==> src/hdl/pms_pkg.sv <==
// Shared types, constants and command/status bundles for the pointer motion session speed block.
package pms_pkg;

  localparam int TIME_W  = 48;
  localparam int GAP_W   = 24;
  localparam int CNT_W   = 16;
  localparam int DELTA_W = 16;
  localparam int ROOT_W  = 24;
  localparam int US_W    = 20;
  localparam int CFG_IDX_W = 8;
  localparam int CFG_DATA_W = 32;

  localparam logic [GAP_W-1:0]  GAP_RESET    = GAP_W'(50000);
  localparam logic [CNT_W-1:0]  WARMUP_RESET = CNT_W'(100);
  localparam logic [US_W-1:0]   US_PER_S     = US_W'(1000000);
  localparam logic [TIME_W-1:0] TIME_MAX     = '1;

  // Register indexes of the configuration port
  localparam logic [CFG_IDX_W-1:0] CFG_GAP    = CFG_IDX_W'(0);
  localparam logic [CFG_IDX_W-1:0] CFG_WARMUP = CFG_IDX_W'(1);

  // Iteration counts of the shared-nothing sequential units
  localparam int ROOT_STEPS = ROOT_W;
  localparam int DIV_STEPS  = TIME_W;
  localparam int ROOT_CNT_W = $clog2(ROOT_STEPS);
  localparam int DIV_CNT_W  = $clog2(DIV_STEPS);

  typedef struct packed {
    logic signed [DELTA_W-1:0] delta_x;
    logic signed [DELTA_W-1:0] delta_y;
    logic [TIME_W-1:0]         event_time_us;
  } pms_in_t;

  typedef struct packed {
    logic [TIME_W-1:0] start_time_us;
    logic [TIME_W-1:0] end_time_us;
    logic [TIME_W-1:0] duration_us;
    logic [TIME_W-1:0] average_speed;
  } pms_out_t;

  // Controller to datapath
  typedef struct packed {
    logic capture;
    logic check;
    logic mul;
    logic div_load;
    logic emit;
    logic update;
  } pms_cmd_t;

  // Datapath to controller
  typedef struct packed {
    logic in_nonzero;
    logic report;
    logic div_done;
    logic out_free;
    logic root_done;
  } pms_stat_t;

endpackage

==> src/hdl/pms_ctrl.sv <==
// Sequencing state machine for the pointer motion session speed block.
module pms_ctrl (
  input  logic               clk,
  input  logic               rst,
  input  logic               in_valid,
  output logic               in_stall,
  input  pms_pkg::pms_stat_t stat,
  output pms_pkg::pms_cmd_t  cmd
);
  import pms_pkg::*;

  localparam logic [2:0] S_IDLE  = 3'd0;
  localparam logic [2:0] S_CHECK = 3'd1;
  localparam logic [2:0] S_MUL   = 3'd2;
  localparam logic [2:0] S_DIVLD = 3'd3;
  localparam logic [2:0] S_DIV   = 3'd4;
  localparam logic [2:0] S_EMIT  = 3'd5;
  localparam logic [2:0] S_FIN   = 3'd6;

  logic [2:0] state;
  logic [2:0] state_next;

  assign in_stall = (state != S_IDLE);

  // Decode commands and next state
  always_comb begin
    state_next = state;
    cmd = '0;
    case (state)
      S_IDLE: begin
        cmd.capture = in_valid;
        if (in_valid && stat.in_nonzero) state_next = S_CHECK;
      end
      S_CHECK: begin
        cmd.check = 1'b1;
        state_next = stat.report ? S_MUL : S_FIN;
      end
      S_MUL: begin
        cmd.mul = 1'b1;
        state_next = S_DIVLD;
      end
      S_DIVLD: begin
        cmd.div_load = 1'b1;
        state_next = S_DIV;
      end
      S_DIV: begin
        if (stat.div_done) state_next = S_EMIT;
      end
      S_EMIT: begin
        if (stat.out_free) begin
          cmd.emit = 1'b1;
          state_next = S_FIN;
        end
      end
      S_FIN: begin
        if (stat.root_done) begin
          cmd.update = 1'b1;
          state_next = S_IDLE;
        end
      end
      default: state_next = S_IDLE;
    endcase
  end

  always_ff @(posedge clk) begin
    if (rst) state <= S_IDLE;
    else state <= state_next;
  end

endmodule

==> src/hdl/pms_dp.sv <==
// Datapath: session state, integer square root, speed divider and output register.
module pms_dp (
  input  logic                            clk,
  input  logic                            rst,
  input  pms_pkg::pms_in_t                in_item,
  input  logic                            cfg_valid,
  input  logic [pms_pkg::CFG_IDX_W-1:0]   cfg_index,
  input  logic [pms_pkg::CFG_DATA_W-1:0]  cfg_data,
  output logic                            out_valid,
  input  logic                            out_stall,
  output pms_pkg::pms_out_t               out_item,
  input  pms_pkg::pms_cmd_t               cmd,
  output pms_pkg::pms_stat_t              stat
);
  import pms_pkg::*;

  // Configuration
  logic [GAP_W-1:0] gap_threshold_us;
  logic [CNT_W-1:0] warmup_sessions;

  // Session state
  logic [CNT_W-1:0]  session_count;
  logic [CNT_W-1:0]  events_in_session;
  logic [TIME_W-1:0] session_start_time;
  logic [TIME_W-1:0] last_event_time;
  logic [TIME_W-1:0] path_length_q8;

  // Captured event
  logic [DELTA_W-1:0] mag_x;
  logic [DELTA_W-1:0] mag_y;
  logic [TIME_W-1:0]  ev_time;
  logic               close_r;
  logic [TIME_W-1:0]  dur;

  // Square root unit
  logic [TIME_W-1:0]     rad;
  logic [ROOT_W-1:0]     root;
  logic [ROOT_W+2:0]     srem;
  logic [ROOT_CNT_W-1:0] root_cnt;
  logic                  root_busy;

  // Multiplier and divider
  logic [GAP_W+US_W-1:0] pp_lo;
  logic [GAP_W+US_W-1:0] pp_hi;
  logic [TIME_W-1:0]     drem;
  logic [TIME_W-1:0]     dq;
  logic [DIV_CNT_W-1:0]  div_cnt;
  logic                  div_busy;
  logic                  div_sat;

  // Combinational helpers
  logic [TIME_W-1:0]         gap;
  logic                      close_now;
  logic                      report_now;
  logic [2*DELTA_W-1:0]      sumsq;
  logic [ROOT_W+2:0]         srem_sh;
  logic [ROOT_W+2:0]         strial;
  logic [TIME_W+US_W-1:0]    prod;
  logic [US_W-1:0]           prod_top;
  logic [TIME_W:0]           dtrial;
  logic [TIME_W:0]           path_sum;
  logic [CNT_W-1:0]          ev_base;
  logic [TIME_W-1:0]         path_base;

  // Session close decision for the captured event
  assign gap        = ev_time - last_event_time;
  assign close_now  = (events_in_session != '0) && (gap > TIME_W'(gap_threshold_us));
  assign report_now = close_now && (session_count >= warmup_sessions)
                      && (events_in_session >= CNT_W'(2));

  assign sumsq = (2*DELTA_W)'(mag_x * mag_x) + (2*DELTA_W)'(mag_y * mag_y);

  assign srem_sh = {srem[ROOT_W:0], rad[TIME_W-1 -: 2]};
  assign strial  = {1'b0, root, 2'b01};

  assign prod     = {pp_hi, {GAP_W{1'b0}}} + (TIME_W+US_W)'(pp_lo);
  assign prod_top = prod[TIME_W+US_W-1:TIME_W];
  assign dtrial   = {drem, dq[TIME_W-1]};

  assign ev_base   = close_r ? '0 : events_in_session;
  assign path_base = close_r ? '0 : path_length_q8;
  assign path_sum  = {1'b0, path_base} + (TIME_W+1)'(root);

  assign stat.in_nonzero = (in_item.delta_x != '0) || (in_item.delta_y != '0);
  assign stat.report     = report_now;
  assign stat.div_done   = !div_busy;
  assign stat.out_free   = !out_valid || !out_stall;
  assign stat.root_done  = !root_busy;

  // Take configuration writes; unknown indexes are dropped
  always_ff @(posedge clk) begin
    if (rst) begin
      gap_threshold_us <= GAP_RESET;
      warmup_sessions  <= WARMUP_RESET;
    end else if (cfg_valid) begin
      case (cfg_index)
        CFG_GAP:    gap_threshold_us <= cfg_data[GAP_W-1:0];
        CFG_WARMUP: warmup_sessions  <= cfg_data[CNT_W-1:0];
        default: ;
      endcase
    end
  end

  // Capture event magnitudes and time on transfer
  always_ff @(posedge clk) begin
    if (cmd.capture) begin
      mag_x   <= in_item.delta_x[DELTA_W-1] ? DELTA_W'(-in_item.delta_x) : in_item.delta_x;
      mag_y   <= in_item.delta_y[DELTA_W-1] ? DELTA_W'(-in_item.delta_y) : in_item.delta_y;
      ev_time <= in_item.event_time_us;
    end
    if (cmd.check) begin
      close_r <= close_now;
      dur     <= last_event_time - session_start_time;
    end
  end

  // Square root: one result bit per cycle
  always_ff @(posedge clk) begin
    if (rst) begin
      root_busy <= 1'b0;
    end else if (cmd.check) begin
      rad       <= {sumsq, {(TIME_W-2*DELTA_W){1'b0}}};
      root      <= '0;
      srem      <= '0;
      root_cnt  <= '0;
      root_busy <= 1'b1;
    end else if (root_busy) begin
      rad <= {rad[TIME_W-3:0], 2'b00};
      if (srem_sh >= strial) begin
        srem <= srem_sh - strial;
        root <= {root[ROOT_W-2:0], 1'b1};
      end else begin
        srem <= srem_sh;
        root <= {root[ROOT_W-2:0], 1'b0};
      end
      root_cnt <= root_cnt + 1'b1;
      if (root_cnt == ROOT_CNT_W'(ROOT_STEPS-1)) root_busy <= 1'b0;
    end
  end

  // Path times one million, as two registered partial products
  always_ff @(posedge clk) begin
    if (cmd.mul) begin
      pp_lo <= (GAP_W+US_W)'(path_length_q8[GAP_W-1:0]) * (GAP_W+US_W)'(US_PER_S);
      pp_hi <= (GAP_W+US_W)'(path_length_q8[TIME_W-1:GAP_W]) * (GAP_W+US_W)'(US_PER_S);
    end
  end

  // Divider: quotient bits above 48 only decide saturation, then 48 restoring steps
  always_ff @(posedge clk) begin
    if (rst) begin
      div_busy <= 1'b0;
    end else if (cmd.div_load) begin
      div_sat  <= (dur == '0) || (TIME_W'(prod_top) >= dur);
      drem     <= TIME_W'(prod_top);
      dq       <= prod[TIME_W-1:0];
      div_cnt  <= '0;
      div_busy <= 1'b1;
    end else if (div_busy) begin
      if (dtrial >= {1'b0, dur}) begin
        drem <= TIME_W'(dtrial - {1'b0, dur});
        dq   <= {dq[TIME_W-2:0], 1'b1};
      end else begin
        drem <= dtrial[TIME_W-1:0];
        dq   <= {dq[TIME_W-2:0], 1'b0};
      end
      div_cnt <= div_cnt + 1'b1;
      if (div_cnt == DIV_CNT_W'(DIV_STEPS-1)) div_busy <= 1'b0;
    end
  end

  // Output register: load a result, drop it once transferred
  always_ff @(posedge clk) begin
    if (rst) begin
      out_valid <= 1'b0;
    end else if (cmd.emit) begin
      out_valid <= 1'b1;
    end else if (!out_stall) begin
      out_valid <= 1'b0;
    end
  end

  always_ff @(posedge clk) begin
    if (cmd.emit) begin
      out_item.start_time_us <= session_start_time;
      out_item.end_time_us   <= last_event_time;
      out_item.duration_us   <= dur;
      out_item.average_speed <= div_sat ? TIME_MAX : dq;
    end
  end

  // Advance session state at the end of each counted event
  always_ff @(posedge clk) begin
    if (rst) begin
      session_count      <= '0;
      events_in_session  <= '0;
      session_start_time <= '0;
      last_event_time    <= '0;
      path_length_q8     <= '0;
    end else if (cmd.update) begin
      if (close_r && (session_count != '1)) session_count <= session_count + 1'b1;
      if (ev_base == '0) begin
        session_start_time <= ev_time;
        path_length_q8     <= path_base;
      end else begin
        path_length_q8 <= path_sum[TIME_W] ? TIME_MAX : path_sum[TIME_W-1:0];
      end
      last_event_time   <= ev_time;
      events_in_session <= (ev_base == '1) ? ev_base : ev_base + 1'b1;
    end
  end

  a_emit_free: assert property (@(posedge clk) disable iff (rst)
    cmd.emit |-> (!out_valid || !out_stall))
    else $error("result loaded over an untaken result");

  a_update_root: assert property (@(posedge clk) disable iff (rst)
    cmd.update |-> !root_busy)
    else $error("session updated before square root finished");

  a_update_count: assert property (@(posedge clk) disable iff (rst)
    cmd.update |=> (events_in_session != '0))
    else $error("event count zero after a counted event");

  a_div_start: assert property (@(posedge clk) disable iff (rst)
    cmd.div_load |=> div_busy)
    else $error("divider did not start");

endmodule

==> src/hdl/pointer_motion_session_speed_top.sv <==
// An event that closes no reported session is done after the check, the square root
// (24 steps, run from the check on) and the update; a reporting event also passes the multiply,
// the divider load, the 48-step restoring divider and the result load before its update.
// A new event is taken only once the block is back in idle, and a waiting result that is stalled
// holds it longer; zero-motion events are taken while idle and leave the session state unchanged.
// Reset (rst, synchronous): session state clears to zero, configuration registers return to their defaults.
module pointer_motion_session_speed_top (
  input  logic                            clk,
  input  logic                            rst,
  input  logic                            in_valid,
  output logic                            in_stall,
  input  pms_pkg::pms_in_t                in_item,
  output logic                            out_valid,
  input  logic                            out_stall,
  output pms_pkg::pms_out_t               out_item,
  input  logic                            cfg_valid,
  output logic                            cfg_ready,
  input  logic [pms_pkg::CFG_IDX_W-1:0]   cfg_index,
  input  logic [pms_pkg::CFG_DATA_W-1:0]  cfg_data
);
  import pms_pkg::*;

  pms_cmd_t  cmd;
  pms_stat_t stat;

  assign cfg_ready = 1'b1;

  pms_ctrl u_ctrl (
    .clk      (clk),
    .rst      (rst),
    .in_valid (in_valid),
    .in_stall (in_stall),
    .stat     (stat),
    .cmd      (cmd)
  );

  pms_dp u_dp (
    .clk       (clk),
    .rst       (rst),
    .in_item   (in_item),
    .cfg_valid (cfg_valid),
    .cfg_index (cfg_index),
    .cfg_data  (cfg_data),
    .out_valid (out_valid),
    .out_stall (out_stall),
    .out_item  (out_item),
    .cmd       (cmd),
    .stat      (stat)
  );

endmodule
==> config.mk <==
export PLATFORM = sky130hd
export DESIGN_NAME = pointer_motion_session_speed_top
export DESIGN_NICKNAME = d
export VERILOG_FILES = /design/src/hdl/pms_pkg.sv /design/src/hdl/pms_ctrl.sv /design/src/hdl/pms_dp.sv /design/src/hdl/pointer_motion_session_speed_top.sv
export SDC_FILE = /design/constraint.sdc
export NUM_CORES = 2
export LEC_CHECK = 0
export ABC_AREA = 1
export BUFFER_PORTS_ARGS = -buffer_cell sky130_fd_sc_hd__clkbuf_2
export CAP_MARGIN = 20
export CELL_PAD_IN_SITES_DETAIL_PLACEMENT = 0
export CELL_PAD_IN_SITES_GLOBAL_PLACEMENT = 1
export CORE_MARGIN = 8
export CORE_UTILIZATION = 45
export CTS_CLUSTER_SIZE = 8
export DETAILED_ROUTE_END_ITERATION = 8
export PLACE_DENSITY_LB_ADDON = 0.1
export SYNTH_ARGS = -nofsm -noshare
export SYNTH_HDL_FRONTEND = slang
export SYNTH_SLANG_ARGS = --single-unit
==> constraint.sdc <==
create_clock -name clk -period 13.4 [get_ports clk]
set_input_delay 1.34 -clock clk [delete_from_list [all_inputs] [get_ports clk]]
set_output_delay 1.34 -clock clk [all_outputs]
set_load 0.01 [all_outputs]
==> results.json <==
{
  "maxSlewViolCount": 0,
  "largest_net_degree_at_the_start_of_global_routing": 93,
  "cpMostUsedCell": "sky130_fd_sc_hd__fa_1",
  "vias_in_the_first_global_route": 55070,
  "routed_wl_mm": 199.2,
  "crit_slowest_cell": "sky130_fd_sc_hd__edfxtp_1",
  "timing_worst_setup_path_type": "register to register",
  "critPathBufInv": 5,
  "reg2reg_from": "u_dp.mag_y[3]",
  "final_design_area_no_fill_um2": 77870,
  "end_of_the_worst_hold_path": "u_dp.out_item[127]",
  "hold_viol": 0,
  "final_antenna_net_count": 0,
  "cp.required_ps": 13860,
  "cts_max_level": 3,
  "synth.yosys.warnings": 0,
  "insertedDiodeCount": 0,
  "dr.pass1.iters": 6,
  "critPathArrivalTime_ps": 8330,
  "ff2ff_setup_slack_ps": 5530,
  "cts_resized": 0,
  "cts-root-to-sink-buffers": 3,
  "cts_num_sinks": 808,
  "area.growth.synth_to_final_pct": 10.21,
  "globalplace.congestion": 0.9181,
  "finish.net_count": 9889,
  "rows": 145,
  "remaining_drc_errors": 0,
  "dpl-instance-area_um2": 74320,
  "setup_viol": 0,
  "cts-root-buf": "sky130_fd_sc_hd__clkbuf_16",
  "design.portCount": 320,
  "setup_tns_ps": 0,
  "portBuffers": 310,
  "slew_of_the_pin_with_the_lowest_slew_margin_ps": 1154,
  "detailedRoute.firstIterationViolations": 3882,
  "synth_area_um2": 70650,
  "vias": 54440,
  "clock_insertion_delay_worst_skew_ps": 780,
  "post_synth.cell_area_avg_um2": 8.633,
  "timing.critical_path.fanout_max": 16,
  "min_path_cells": 0,
  "post-cts-setup-buffers": 0,
  "core_area_um2": 156000,
  "synth-seq-cells": 808,
  "post-route-period-util": 0.5876,
  "grt.total_usage": 0.2339,
  "cts.hold.buffers_added": 0,
  "slew_headroom": 0.2228,
  "floorplan.die.width_um": 412.2,
  "timing.fmax_mhz": 127.0,
  "start_util": 0.4528,
  "startpoint_type": "register",
  "clk_pin_slew_ps": 50,
  "syn_nets": 9614,
  "detail_route.wl_per_cell_um": 18.78,
  "crit_family": "adder cells",
  "grt-ovfl-total": 0,
  "run_status": "complete, no violations",
  "maxCapViolations": 0,
  "netlist_instances": 8184,
  "design.die.area_um2": 169900,
  "place_hpwl_mm": 161.2,
  "reg2reg_to": "u_dp.rad[40]",
  "final.min_clock_period_ps": 7874,
  "tritoncts": "done",
  "finClkSkew_ps": 108.1,
  "end_kind": "register",
  "chipHeight_um": 412.2,
  "antenna_found_initial": 1,
  "grt_pass1_wl_mm": 315.1,
  "rsz0062_at_grt": "false",
  "tritoncts_buffer_count": 115,
  "synth_async_sr_flop_share": 0,
  "yosys.cell_types.count": 75,
  "path_cells": "nand2_1, fa_1, fa_1, inv_1, fa_1, inv_1, fa_1, inv_1, fa_1, fa_1, fa_1, inv_1, fa_1, inv_1, ha_1, a21oi_1, o21ai_0, a21oi_1, o21ai_1, a21oi_1, o21bai_1, or2_2, nand3_1, nand2_1",
  "worst_r2r_path_depth": 24,
  "holdCritPathClass": "register to register",
  "synth-edff-count": 586,
  "synth-main-ff-cell": "sky130_fd_sc_hd__edfxtp_1",
  "hold_path_startpoint": "u_dp.last_event_time[31]",
  "post_drt_via_cell_ratio": 5.131,
  "yosysSeqAreaShare": 0.3120,
  "drive_above_1_share": 0.06746,
  "cp_slowest_stage_delay_ps": 920
}
## worst max-delay path by stage
stage	start	to	slack, ps	depth (start not counted)
3_3_place_gp	u_dp.mag_x[13]	u_dp.rad[40]	5520	22
5_1_grt	u_dp.mag_x[2]	u_dp.rad[42]	5120	25
4_1_cts	u_dp.mag_x[2]	u_dp.rad[40]	5480	24
2_1_floorplan	out_stall	u_dp.out_item[0]	3240	3
6_report	u_dp.mag_y[3]	u_dp.rad[40]	5530	24
3_5_place_dp	u_dp.mag_x[2]	u_dp.rad[40]	5480	24
## cell usage in the layout (no fill, tap or decap), types with 29 or more instances in the layout
cell type and n:
sky130_fd_sc_hd__inv_1 1802, sky130_fd_sc_hd__a31oi_1 53, sky130_fd_sc_hd__nand3_1 179, sky130_fd_sc_hd__o21ai_0 502, sky130_fd_sc_hd__clkbuf_1 78, sky130_fd_sc_hd__xor2_1 196
sky130_fd_sc_hd__or2_2 29, sky130_fd_sc_hd__xnor2_1 134, sky130_fd_sc_hd__nand2_1 1355, sky130_fd_sc_hd__o21a_1 38, sky130_fd_sc_hd__clkbuf_2 310, sky130_fd_sc_hd__nor2_1 496
sky130_fd_sc_hd__nor4_1 45, sky130_fd_sc_hd__dfxtp_1 222, sky130_fd_sc_hd__nand4_1 57, sky130_fd_sc_hd__buf_4 31, sky130_fd_sc_hd__o21ai_1 30, sky130_fd_sc_hd__o21bai_1 34
sky130_fd_sc_hd__fa_1 583, sky130_fd_sc_hd__nor3_1 81, sky130_fd_sc_hd__edfxtp_1 586, sky130_fd_sc_hd__ha_1 722, sky130_fd_sc_hd__clkbuf_16 115, sky130_fd_sc_hd__a21oi_1 629
## cell usage after synthesis (28+ instances only)
master,instances,area share
sky130_fd_sc_hd__inv_1,1805,0.096
sky130_fd_sc_hd__ha_1,722,0.13
sky130_fd_sc_hd__a31oi_1,53,0.0047
sky130_fd_sc_hd__dfxtp_1,222,0.063
sky130_fd_sc_hd__a21oi_1,630,0.045
sky130_fd_sc_hd__o21bai_1,34,0.0036
sky130_fd_sc_hd__xnor2_1,134,0.017
sky130_fd_sc_hd__nor2_1,500,0.027
sky130_fd_sc_hd__nor4_1,45,0.0040
sky130_fd_sc_hd__o21a_1,38,0.0040
sky130_fd_sc_hd__nand2_1,1356,0.072
sky130_fd_sc_hd__xor2_1,196,0.024
sky130_fd_sc_hd__clkbuf_1,161,0.0086
sky130_fd_sc_hd__fa_1,583,0.17
sky130_fd_sc_hd__o211ai_1,28,0.0030
sky130_fd_sc_hd__or2_2,29,0.0026
sky130_fd_sc_hd__nand3_1,181,0.013
sky130_fd_sc_hd__edfxtp_1,586,0.25
sky130_fd_sc_hd__o21ai_0,502,0.036
sky130_fd_sc_hd__nor3_1,83,0.0059
sky130_fd_sc_hd__nand4_1,57,0.0050
sky130_fd_sc_hd__o21ai_1,30,0.0021
## worst reg2reg max path: cells and delay by family (launching register included)
family	cells	cell delay, ps
buffers and inverters	5	270
adder cells (fa/ha/maj)	9	4510
flip-flops	1	920
AND/OR/NAND/NOR	4	720
AO/OA/AOI/OAI	6	1240
## kinds of logic (layout without fill, tap and decap cells)
group | Yosys count | count (layout) | synth area share
simple gates | 2319 | 2319 | 0.1369
buf+inv | 2003 | 2372 | 0.1074
compound gates | 1417 | 1417 | 0.1096
fa+ha+maj | 1305 | 1305 | 0.2930
flops | 808 | 808 | 0.3120
xor+xnor | 330 | 330 | 0.04091
other cells | 1 | 1 | 0.00005308
mux | 1 | 1 | 0.0001594
## per-layer routing
| metal | part of all wire | wire length, um | vias up | GRT usage |
|---|---|---|---|---|
| met5 | 0 | 0 | - | 0 |
| met4 | 0.018 | 3645 | 0 | 0.04686 |
| met2 | 0.44 | 87730 | 1184 | 0.3632 |
| met3 | 0.055 | 10910 | 206 | 0.03615 |
| met1 | 0.49 | 96960 | 26260 | 0.3465 |
| li1 | - | - | 26800 | - |
## final cells by class
cell class / count / area, um2
Inverter: 1817 / 6828
Clock inverter: 13 / 269.0
Clock buffer: 198 / 3239
Tap cell: 2058 / 2575
Fill cell: 15120 / 78160
Multi-Input combinational cell: 5373 / 41090
Sequential cell: 808 / 22040
Timing Repair Buffer: 344 / 1829
## flip-flops by register name (all words and copies together), names as in the netlist, 3 cells and up
register,count
u_dp.div_cnt,6
u_dp.root_cnt,5
u_dp.session_count,16
u_dp.gap_threshold_us,24
u_dp.events_in_session,16
u_ctrl.state,3
u_dp.mag_x,16
u_dp.dur,48
u_dp.srem,25
u_dp.last_event_time,48
u_dp.ev_time,48
u_dp.pp_hi,38
u_dp.warmup_sessions,16
u_dp.dq,48
u_dp.mag_y,16
u_dp.path_length_q8,48
u_dp.root,24
u_dp.out_item,192
u_dp.session_start_time,48
u_dp.rad,32
u_dp.drem,48
u_dp.pp_lo,38
## per-stage QoR
| stage | cells | util | setup WS, ps | hold slack, ps |
|---|---|---|---|---|
| 3_5_place_dp | 10400 | 0.4763 | 5481 | 416.2 |
| 2_1_floorplan | 8184 | - | 3244 | 408.2 |
| 4_1_cts | 10610 | 0.4988 | 5484 | 418.3 |
| 3_3_place_gp | 10400 | 0.4763 | 5521 | 414.4 |
| 6_report | 10610 | 0.4991 | 5526 | 419.5 |
| 5_1_grt | 10610 | 0.4991 | 5125 | 423.9 |
Power is left out: the tool's default activity adds up to more than one toggle a clock period on the data nets, which glitch-free logic cannot reach.
